**config.mk**
```make
export PLATFORM = sky130hd
export DESIGN_NAME = bitmap_slot_allocator
export DESIGN_NICKNAME = d
export VERILOG_FILES = /design/src/rtl/bsa_pkg.sv /design/src/rtl/bitmap_slot_allocator.sv
export SDC_FILE = /design/constraint.sdc
export NUM_CORES = 1
export LEC_CHECK = 0
export BUFFER_PORTS_ARGS = -buffer_cell sky130_fd_sc_hd__buf_2
export CELL_PAD_IN_SITES_DETAIL_PLACEMENT = 1
export CELL_PAD_IN_SITES_GLOBAL_PLACEMENT = 1
export CORE_MARGIN = 5
export CORE_UTILIZATION = 45
export DETAILED_ROUTE_END_ITERATION = 8
export HOLD_SLACK_MARGIN = 0.15
export PLACE_DENSITY = 0.81
export RECOVER_POWER = 25
export SLEW_MARGIN = 20
export SYNTH_ARGS = -nofsm -noshare
export SYNTH_HDL_FRONTEND = slang
export SYNTH_SLANG_ARGS = --single-unit
```
**constraint.sdc**
```tcl
create_clock -name clk -period 13.2 [get_ports clk]
set_input_delay 1.32 -clock clk [delete_from_list [all_inputs] [get_ports clk]]
set_output_delay 1.32 -clock clk [all_outputs]
set_load 0.005 [all_outputs]
```
**src/rtl/bsa_pkg.sv**
```systemverilog
// bsa_pkg: shared constants for the bitmap slot allocator
// item kind codes, field widths and the default slot count
// no dependencies
package bsa_pkg;

  localparam int SLOT_COUNT_DEF = 32;
  localparam int WORD_W         = 32;
  localparam int COUNT_W        = 6;

  localparam logic KIND_ALLOC = 1'b0;
  localparam logic KIND_FREE  = 1'b1;

endpackage

```
**src/rtl/bitmap_slot_allocator.sv**
```systemverilog
// bitmap_slot_allocator: free slot map with allocate and free commands
// depends on bsa_pkg
//
// Usage: the input word (in_kind, in_count, in_release_mask) is taken at a
// rising edge where start is high and busy is low. Each word produces one
// result word on out_granted_mask, out_granted and out_free_map, shown for
// exactly one cycle while out_valid is high; the receiver cannot stall it.
// A free word or a failing allocate (count zero or above SLOT_COUNT) shows
// its result in the cycle after it is taken, and busy stays low, so such
// words may follow back to back. A legal allocate of n slots walks the map
// with one shared subtract unit that strips the lowest free slot each cycle
// while busy is high; the result word follows once all n slots are taken,
// or earlier, as a failed grant, when the map runs out of free slots.
// The next word may be started while a result is on the output.
// Reset (synchronous, rst_n low) marks every slot free and drops out_valid.
// Map bits above bit 31 are tracked but not shown on the output words.
module bitmap_slot_allocator
  import bsa_pkg::*;
#(
  parameter int SLOT_COUNT = SLOT_COUNT_DEF
) (
  input  logic                clk,
  input  logic                rst_n,
  input  logic                start,
  output logic                busy,
  input  logic                in_kind,
  input  logic [COUNT_W-1:0]  in_count,
  input  logic [WORD_W-1:0]   in_release_mask,
  output logic                out_valid,
  output logic [WORD_W-1:0]   out_granted_mask,
  output logic                out_granted,
  output logic [WORD_W-1:0]   out_free_map
);

  typedef enum logic [1:0] {
    ST_IDLE = 2'b01,
    ST_SCAN = 2'b10
  } state_t;

  state_t                 state_r, state_nxt;
  logic [SLOT_COUNT-1:0]  free_r, free_nxt;
  logic [SLOT_COUNT-1:0]  rest_r, rest_nxt;
  logic [SLOT_COUNT-1:0]  grant_r, grant_nxt;
  logic [COUNT_W-1:0]     left_r, left_nxt;
  logic                   vld_r, vld_nxt;
  logic [WORD_W-1:0]      og_mask_r, og_mask_nxt;
  logic                   og_ok_r, og_ok_nxt;
  logic [WORD_W-1:0]      ofree_r, ofree_nxt;

  logic [SLOT_COUNT-1:0]     rest_dec;
  logic [SLOT_COUNT-1:0]     lowest;
  logic [SLOT_COUNT+WORD_W-1:0] rel_ext;
  logic [SLOT_COUNT-1:0]     rel;
  logic [SLOT_COUNT-1:0]     freed;
  logic                      count_ok;

  // shared unit: strip lowest set bit
  assign rest_dec = rest_r - SLOT_COUNT'(1);
  assign lowest   = rest_r & ~rest_dec;

  assign rel_ext  = {{SLOT_COUNT{1'b0}}, in_release_mask};
  assign rel      = rel_ext[SLOT_COUNT-1:0];
  assign freed    = free_r | rel;
  assign count_ok = (in_count != '0) && (32'(in_count) <= SLOT_COUNT);

  function automatic logic [WORD_W-1:0] to_word(input logic [SLOT_COUNT-1:0] m);
    logic [SLOT_COUNT+WORD_W-1:0] ext;
    ext = {{WORD_W{1'b0}}, m};
    return ext[WORD_W-1:0];
  endfunction

  always_comb begin
    state_nxt   = state_r;
    free_nxt    = free_r;
    rest_nxt    = rest_r;
    grant_nxt   = grant_r;
    left_nxt    = left_r;
    vld_nxt     = 1'b0;
    og_mask_nxt = og_mask_r;
    og_ok_nxt   = og_ok_r;
    ofree_nxt   = ofree_r;
    case (state_r)
      ST_IDLE: begin
        if (start) begin
          if (in_kind == KIND_FREE) begin
            free_nxt    = freed;
            vld_nxt     = 1'b1;
            og_mask_nxt = '0;
            og_ok_nxt   = 1'b0;
            ofree_nxt   = to_word(freed);
          end else if (!count_ok) begin
            vld_nxt     = 1'b1;
            og_mask_nxt = '0;
            og_ok_nxt   = 1'b0;
            ofree_nxt   = to_word(free_r);
          end else begin
            rest_nxt  = free_r;
            grant_nxt = '0;
            left_nxt  = in_count;
            state_nxt = ST_SCAN;
          end
        end
      end
      ST_SCAN: begin
        if (left_r == '0) begin
          free_nxt    = rest_r;
          vld_nxt     = 1'b1;
          og_mask_nxt = to_word(grant_r);
          og_ok_nxt   = 1'b1;
          ofree_nxt   = to_word(rest_r);
          state_nxt   = ST_IDLE;
        end else if (rest_r == '0) begin
          // short of slots, map untouched
          vld_nxt     = 1'b1;
          og_mask_nxt = '0;
          og_ok_nxt   = 1'b0;
          ofree_nxt   = to_word(free_r);
          state_nxt   = ST_IDLE;
        end else begin
          rest_nxt  = rest_r & rest_dec;
          grant_nxt = grant_r | lowest;
          left_nxt  = left_r - COUNT_W'(1);
        end
      end
      default: begin
        state_nxt = ST_IDLE;
      end
    endcase
  end

  always_ff @(posedge clk) begin
    if (!rst_n) begin
      state_r <= ST_IDLE;
      free_r  <= '1;
      vld_r   <= 1'b0;
    end else begin
      state_r <= state_nxt;
      free_r  <= free_nxt;
      vld_r   <= vld_nxt;
    end
  end

  always_ff @(posedge clk) begin
    rest_r    <= rest_nxt;
    grant_r   <= grant_nxt;
    left_r    <= left_nxt;
    og_mask_r <= og_mask_nxt;
    og_ok_r   <= og_ok_nxt;
    ofree_r   <= ofree_nxt;
  end

  assign busy             = (state_r != ST_IDLE);
  assign out_valid        = vld_r;
  assign out_granted_mask = og_mask_r;
  assign out_granted      = og_ok_r;
  assign out_free_map     = ofree_r;

endmodule

```
# Word level (Yosys, flattened, before mapping)
# Cells that the tools add are included.
[classes]
n_addsub = 2
n_reduce_logical = 9
order_cmp = 1
muxes = 52
bitwise = 5
n_eq_ne = 12
[op_table]
columns = ["cell", "n"]
rows = [
  ["2-to-1 mux 32 bit", 23],
  ["one-hot mux 32 bit (2 select lines)", 5],
  ["bitwise AND 32 bit", 2],
  ["bitwise OR 32 bit", 2],
  ["zero test 32 bit", 1],
  ["NOT 32 bit", 1],
  ["subtractor 32 x 1 -> 32 bit (second input constant)", 1],
  ["2-to-1 mux 6 bit", 5],
  ["inequality test 2 bit (second input constant)", 7],
  ["one-hot mux 6 bit (2 select lines)", 1],
  ["AND reduction 4 bit", 3],
  ["2-to-1 mux 1 bit", 10],
  ["2-to-1 mux 2 bit", 5],
  ["<= comparator 6 bit (second input constant)", 1],
  ["zero test 6 bit", 1],
  ["inequality test 3 bit (second input constant)", 2],
  ["AND reduction 6 bit", 1],
  ["nonzero test 6 bit", 1],
  ["subtractor 6 x 1 -> 6 bit (second input constant)", 1],
  ["one-hot mux 1 bit (2 select lines)", 2],
  ["one-hot mux 2 bit (2 select lines)", 1],
  ["equality test 2 x 1 -> 1 bit (second input constant)", 1],
  ["equality test 2 bit (second input constant)", 1],
  ["inequality test 2 x 1 -> 1 bit (second input constant)", 1],
  ["2 further kinds", 2],
]
[word_totals]
inputBits = 42
output_inout_bits = 67
regBits = 170
wordCells = 90

# Depth between registers and ports, before layout
[logic_depth]
word_depth = 7
depth_mapped = 10
mapped_depth_nobuf = 8

# Least setup slack after synthesis
# Ideal clock, no wire load.
[synth_timing]
path_kind = "input-to-reg"
from = "input port in_count[3]"
to = "register grant_r[0] (enable)"
required_time_ns = 12.595
setup_time_ns = 0.605
path_stages = 6
arrival_time_ns = 7.330
n_path_buf = 0
path_slack_ns = 5.265
path_cell_list = "or4_1 -> nor2_1 -> xor2_1 -> nor2_1 -> nand3_1 -> a21boi_0"
[synth_via]
elab_chain_len = 4
elab_cells_between_ends = 5
cone_classes = "order compare (1); eq/ne (1); reduce/logical (3)"
[synth_rtl]
columns = ["item", "line", "source"]
rows = [
  ["start: declaration", "bitmap_slot_allocator.sv:27", "input logic [COUNT_W-1:0] in_count,"],
  ["<= comparator 6 bit or nonzero test 6 bit (tied branches)", "bitmap_slot_allocator.sv:64", "assign count_ok = (in_count != '0) && (32'(in_count) <= SLOT_COUNT);"],
  ["logical AND 1 bit (*)", "bitmap_slot_allocator.sv:64", ""],
  ["inequality test 2 bit (no line) (*)", "n/a", ""],
  ["AND reduction 6 bit (no line) (*)", "n/a", ""],
  ["end signal: assignment", "bitmap_slot_allocator.sv:145", "grant_r <= grant_nxt;"],
  ["end: declaration", "bitmap_slot_allocator.sv:43", "logic [SLOT_COUNT-1:0] grant_r, grant_nxt;"],
]
# Mark *: on every way between the ends. The rest lies on a longest branch, timed or not.
# A chain may end at the register's enable or synchronous reset.

# Worst setup path after layout
[layout_timing]
from = "register state_r[0]"
to = "register free_r[25]"
[layout_via]
elab_chain_len = 3
elab_cells_between_ends = 8
cone_classes = "eq/ne (5); mux (1); reduce/logical (2)"
[layout_rtl]
columns = ["item", "line", "source"]
rows = [
  ["start: declaration", "bitmap_slot_allocator.sv:40", "state_t state_r, state_nxt;"],
  ["start signal: assignment", "bitmap_slot_allocator.sv:137", "state_r <= state_nxt;"],
  ["equality test 2 bit or equality test 2 x 1 -> 1 bit (tied branches)", "bitmap_slot_allocator.sv:82", "case (state_r)"],
  ["inequality test 2 bit (no line) or nonzero test 2 bit (tied branches)", "n/a", ""],
  ["AND reduction 4 bit (no line)", "n/a", ""],
  ["end signal: assignment", "bitmap_slot_allocator.sv:138", "free_r <= free_nxt;"],
  ["end: declaration", "bitmap_slot_allocator.sv:41", "logic [SLOT_COUNT-1:0] free_r, free_nxt;"],
]
# Several ways; a longest one is shown, not always the timed one.

==> flow_metrics.py <==
metrics = {
    "clocking": {
        "cts_setup_buffers": 0,
        "cts-root-buf": "clkbuf_16",
        "clock_sinks": 170,
        "post_cts_resized": 0,
        "cts-htree-levels": 4,
        "worstSkewPairLatency_ps": 440,
        "clkTransAtPathRegs_ps": 60,
        "clock_path_buffers": 2,
        "tritoncts": "built",
        "hold_buffers": 0,
        "cts_buffers": 17,
    },
    "yosys": {
        "syn-num-nets": 753,
        "postSynthAreaPerCell_um2": 10.9,
        "synth_area_leader_cell": "edfxtp_1",
        "synth_area_mm2": 0.00771,
        "yosys.area.top_type_share": 0.526,
        "synthCells": 707,
        "yosys_most_used_dff": "edfxtp_1",
        "async_flop_share": 0,
        "ys_seq_elements": 170,
        "ys_seq_area_frac": 0.617,
        "synth_top_cells_by_count": "135 x edfxtp_1, 69 x nand2_1, 66 x o21ai_0",
        "synth_warnings": 0,
        "synth.most_common_cell": "edfxtp_1",
        "synth_cell_types": 50,
        "ys_top_cells_by_area": "edfxtp_1 53%, dfxtp_1 9.1%, o21ai_0 4.3%, a21oi_1 4.2%, nand2_1 3.4%",
        "synth-edff-count": 135,
    },
    "finish": {
        "stdcell_area_mm2": 0.00895,
        "layout.nets": 838,
        "n_fill_cell": 1827,
        "drive_gt1_frac": 0.143,
        "antenna_cells": 0,
        "area_delta_synth_final_pct": 16.1,
    },
    "drt": {
        "first_pass_iters": 5,
        "routed_wl_mm": 22.0,
        "wl_per_cell_um": 21.5,
        "route.detailed.drc": 0,
        "dr_total_vias": 6075,
        "ant_nets": 0,
        "avgViaCountPerCell": 5.93,
        "drt-initial-drc-count": 532,
    },
    "timing": {
        "fmax_mhz": 206,
        "tightest_slew_ps": 2310,
        "clock_skew_ps": 11.3,
        "hold_viol": 0,
        "setup-violations-final": 0,
        "tns_ps": 0,
        "worst_slack_ps": 8350,
        "slew_headroom": -0.538,
        "min_period_ps": 4850,
        "fin_crit_sh": 0.368,
        "rsz0062_at_grt": "false",
        "slew_violations": 132,
    },
    "setup_path": {
        "worstPathMaxFanout": 78,
        "critPathKind": "register to register",
        "worst_setup_path_start_kind": "register",
        "cp.required_ps": 13460,
        "slowest_delay_ps": 1720,
        "crit_chain": "inv_1 > ha_1 > buf_4 > nand2_1 > a21oi_2 > buf_4 > nand2_1 > buf_4 > o2bb2ai_1 > nand2_1",
        "slowest_stage": "ha_1",
        "cp.arrival_ps": 5110,
        "critPathCaptureType": "register",
    },
    "power_and_ir_drop": {
        "power.density_mw_per_mm2": 130,
        "p_leak_nw": 2.95,
        "ir_drop_mv": 0.0731,
    },
    "die": {
        "die_area_mm2": 0.0198,
        "start_util": 0.461,
        "core.rowCount": 47,
        "ios": 109,
        "die_y_um": 141,
        "coreArea_mm2": 0.0167,
        "fp.dieW_um": 141,
    },
    "placed_design": {
        "numPortBuffers": 108,
        "place_area_mm2": 0.00842,
        "dp_slack_ps": 9270,
        "gp_congestion": 0.803,
        "detailed_place_hpwl_mm": 13.3,
    },
    "global_route": {
        "grt_pass1_vias": 6581,
        "overflow": 0,
        "antenna_found_initial": 0,
        "grt_usage": 0.226,
        "grt_max_degree": 79,
        "grt_pass1_wl_mm": 35.4,
    },
    "status": {
        "violations": "capacitance limit, slew limit",
        "status": "finished, violations left",
    },
    "job": {
        "cap_violations": 3,
    },
    "hold_path": {
        "hold_path.class": "register to register",
    },
}
-- registers in the layout, indices dropped and copies added (netlist names) --
| register | flops |
|---|---|
| out_free_map | 32 |
| out_granted_mask | 32 |
| grant_r | 32 |
| out_granted | 1 |
| state_r | 2 |
| left_r | 6 |
| out_valid | 1 |
| rest_r | 32 |
| free_r | 32 |
-- layout by cell type, fill, tap and decap left out, types with 4 or more instances in the layout --
master,n
a21oi_1,62
and2_1,33
buf_2,61
buf_4,6
clkbuf_1,48
clkbuf_16,17
clkinv_4,4
dfxtp_1,35
edfxtp_1,135
ha_1,4
inv_1,37
nand2_1,69
nand3_1,12
nor2_1,51
nor3_1,11
nor4_1,6
o21a_1,31
o21ai_0,66
o22ai_1,25
o2bb2ai_1,29
-- layer usage --
metal  vias to the layer above  GRT usage  wire [um]
met4                         0     0.0933        523
met5                         -          0          0
li1                       2745          -          -
met1                      3082      0.274       9020
met3                        46     0.0410       1070
met2                       202      0.398      11400
-- final timing paths --
path	to	slack (ps)	cells past startpoint	startpoint
hold / removal	state_r[1]	510	2	state_r[1]
hold reg to reg	state_r[1]	510	2	state_r[1]
setup reg to reg	free_r[25]	8350	10	state_r[0]
setup / recovery	free_r[25]	8350	10	state_r[0]
-- kinds of logic after synthesis --
kind of cell,Yosys count,share of synthesized area
AO/OA/AOI/OAI,233,0.187
XOR/XNOR,5,0.00568
adder cells (fa/ha/maj),4,0.00649
buffers and inverters,88,0.0446
flip-flops,170,0.617
multiplexers,3,0.00406
AND/OR/NAND/NOR,204,0.135
-- through the flow --
stage               power [mW]  hold slack (ps)  cells   util
floorplan                0.634              453    707      -
global placement         0.655              462    993  0.504
detailed placement       0.659              495    993  0.504
CTS                       1.17              513   1025  0.540
global route              1.20              539   1025  0.536
finish                    1.16              512   1025  0.536
-- worst max-delay path: cells and delay by family (launching register included) --
kind                     cells  cell delay (ps)
AO/OA/AOI/OAI                2              420
adder cells (fa/ha/maj)      1             1720
buffers and inverters        4             1670
flip-flops                   1              340
AND/OR/NAND/NOR              3              540
-- cell type report --
class,count,area (um^2),area share
flip-flops and latches,170,4750,0.531
multi-input cells,449,2640,0.295
repair buffers,116,534,0.0597
clock buffers,18,429,0.0480
well taps,220,275,0.0308
clock inverters,14,173,0.0193
inverters,38,143,0.0159
-- power breakdown --
part | switching (mW) | internal, mW
Sequential | 0.00481 | 0.589
Clock | 0.214 | 0.299
Combinational | 0.0373 | 0.0162
Total | 0.256 | 0.904
No activity file was read; power rests on OpenSTA's default activity.
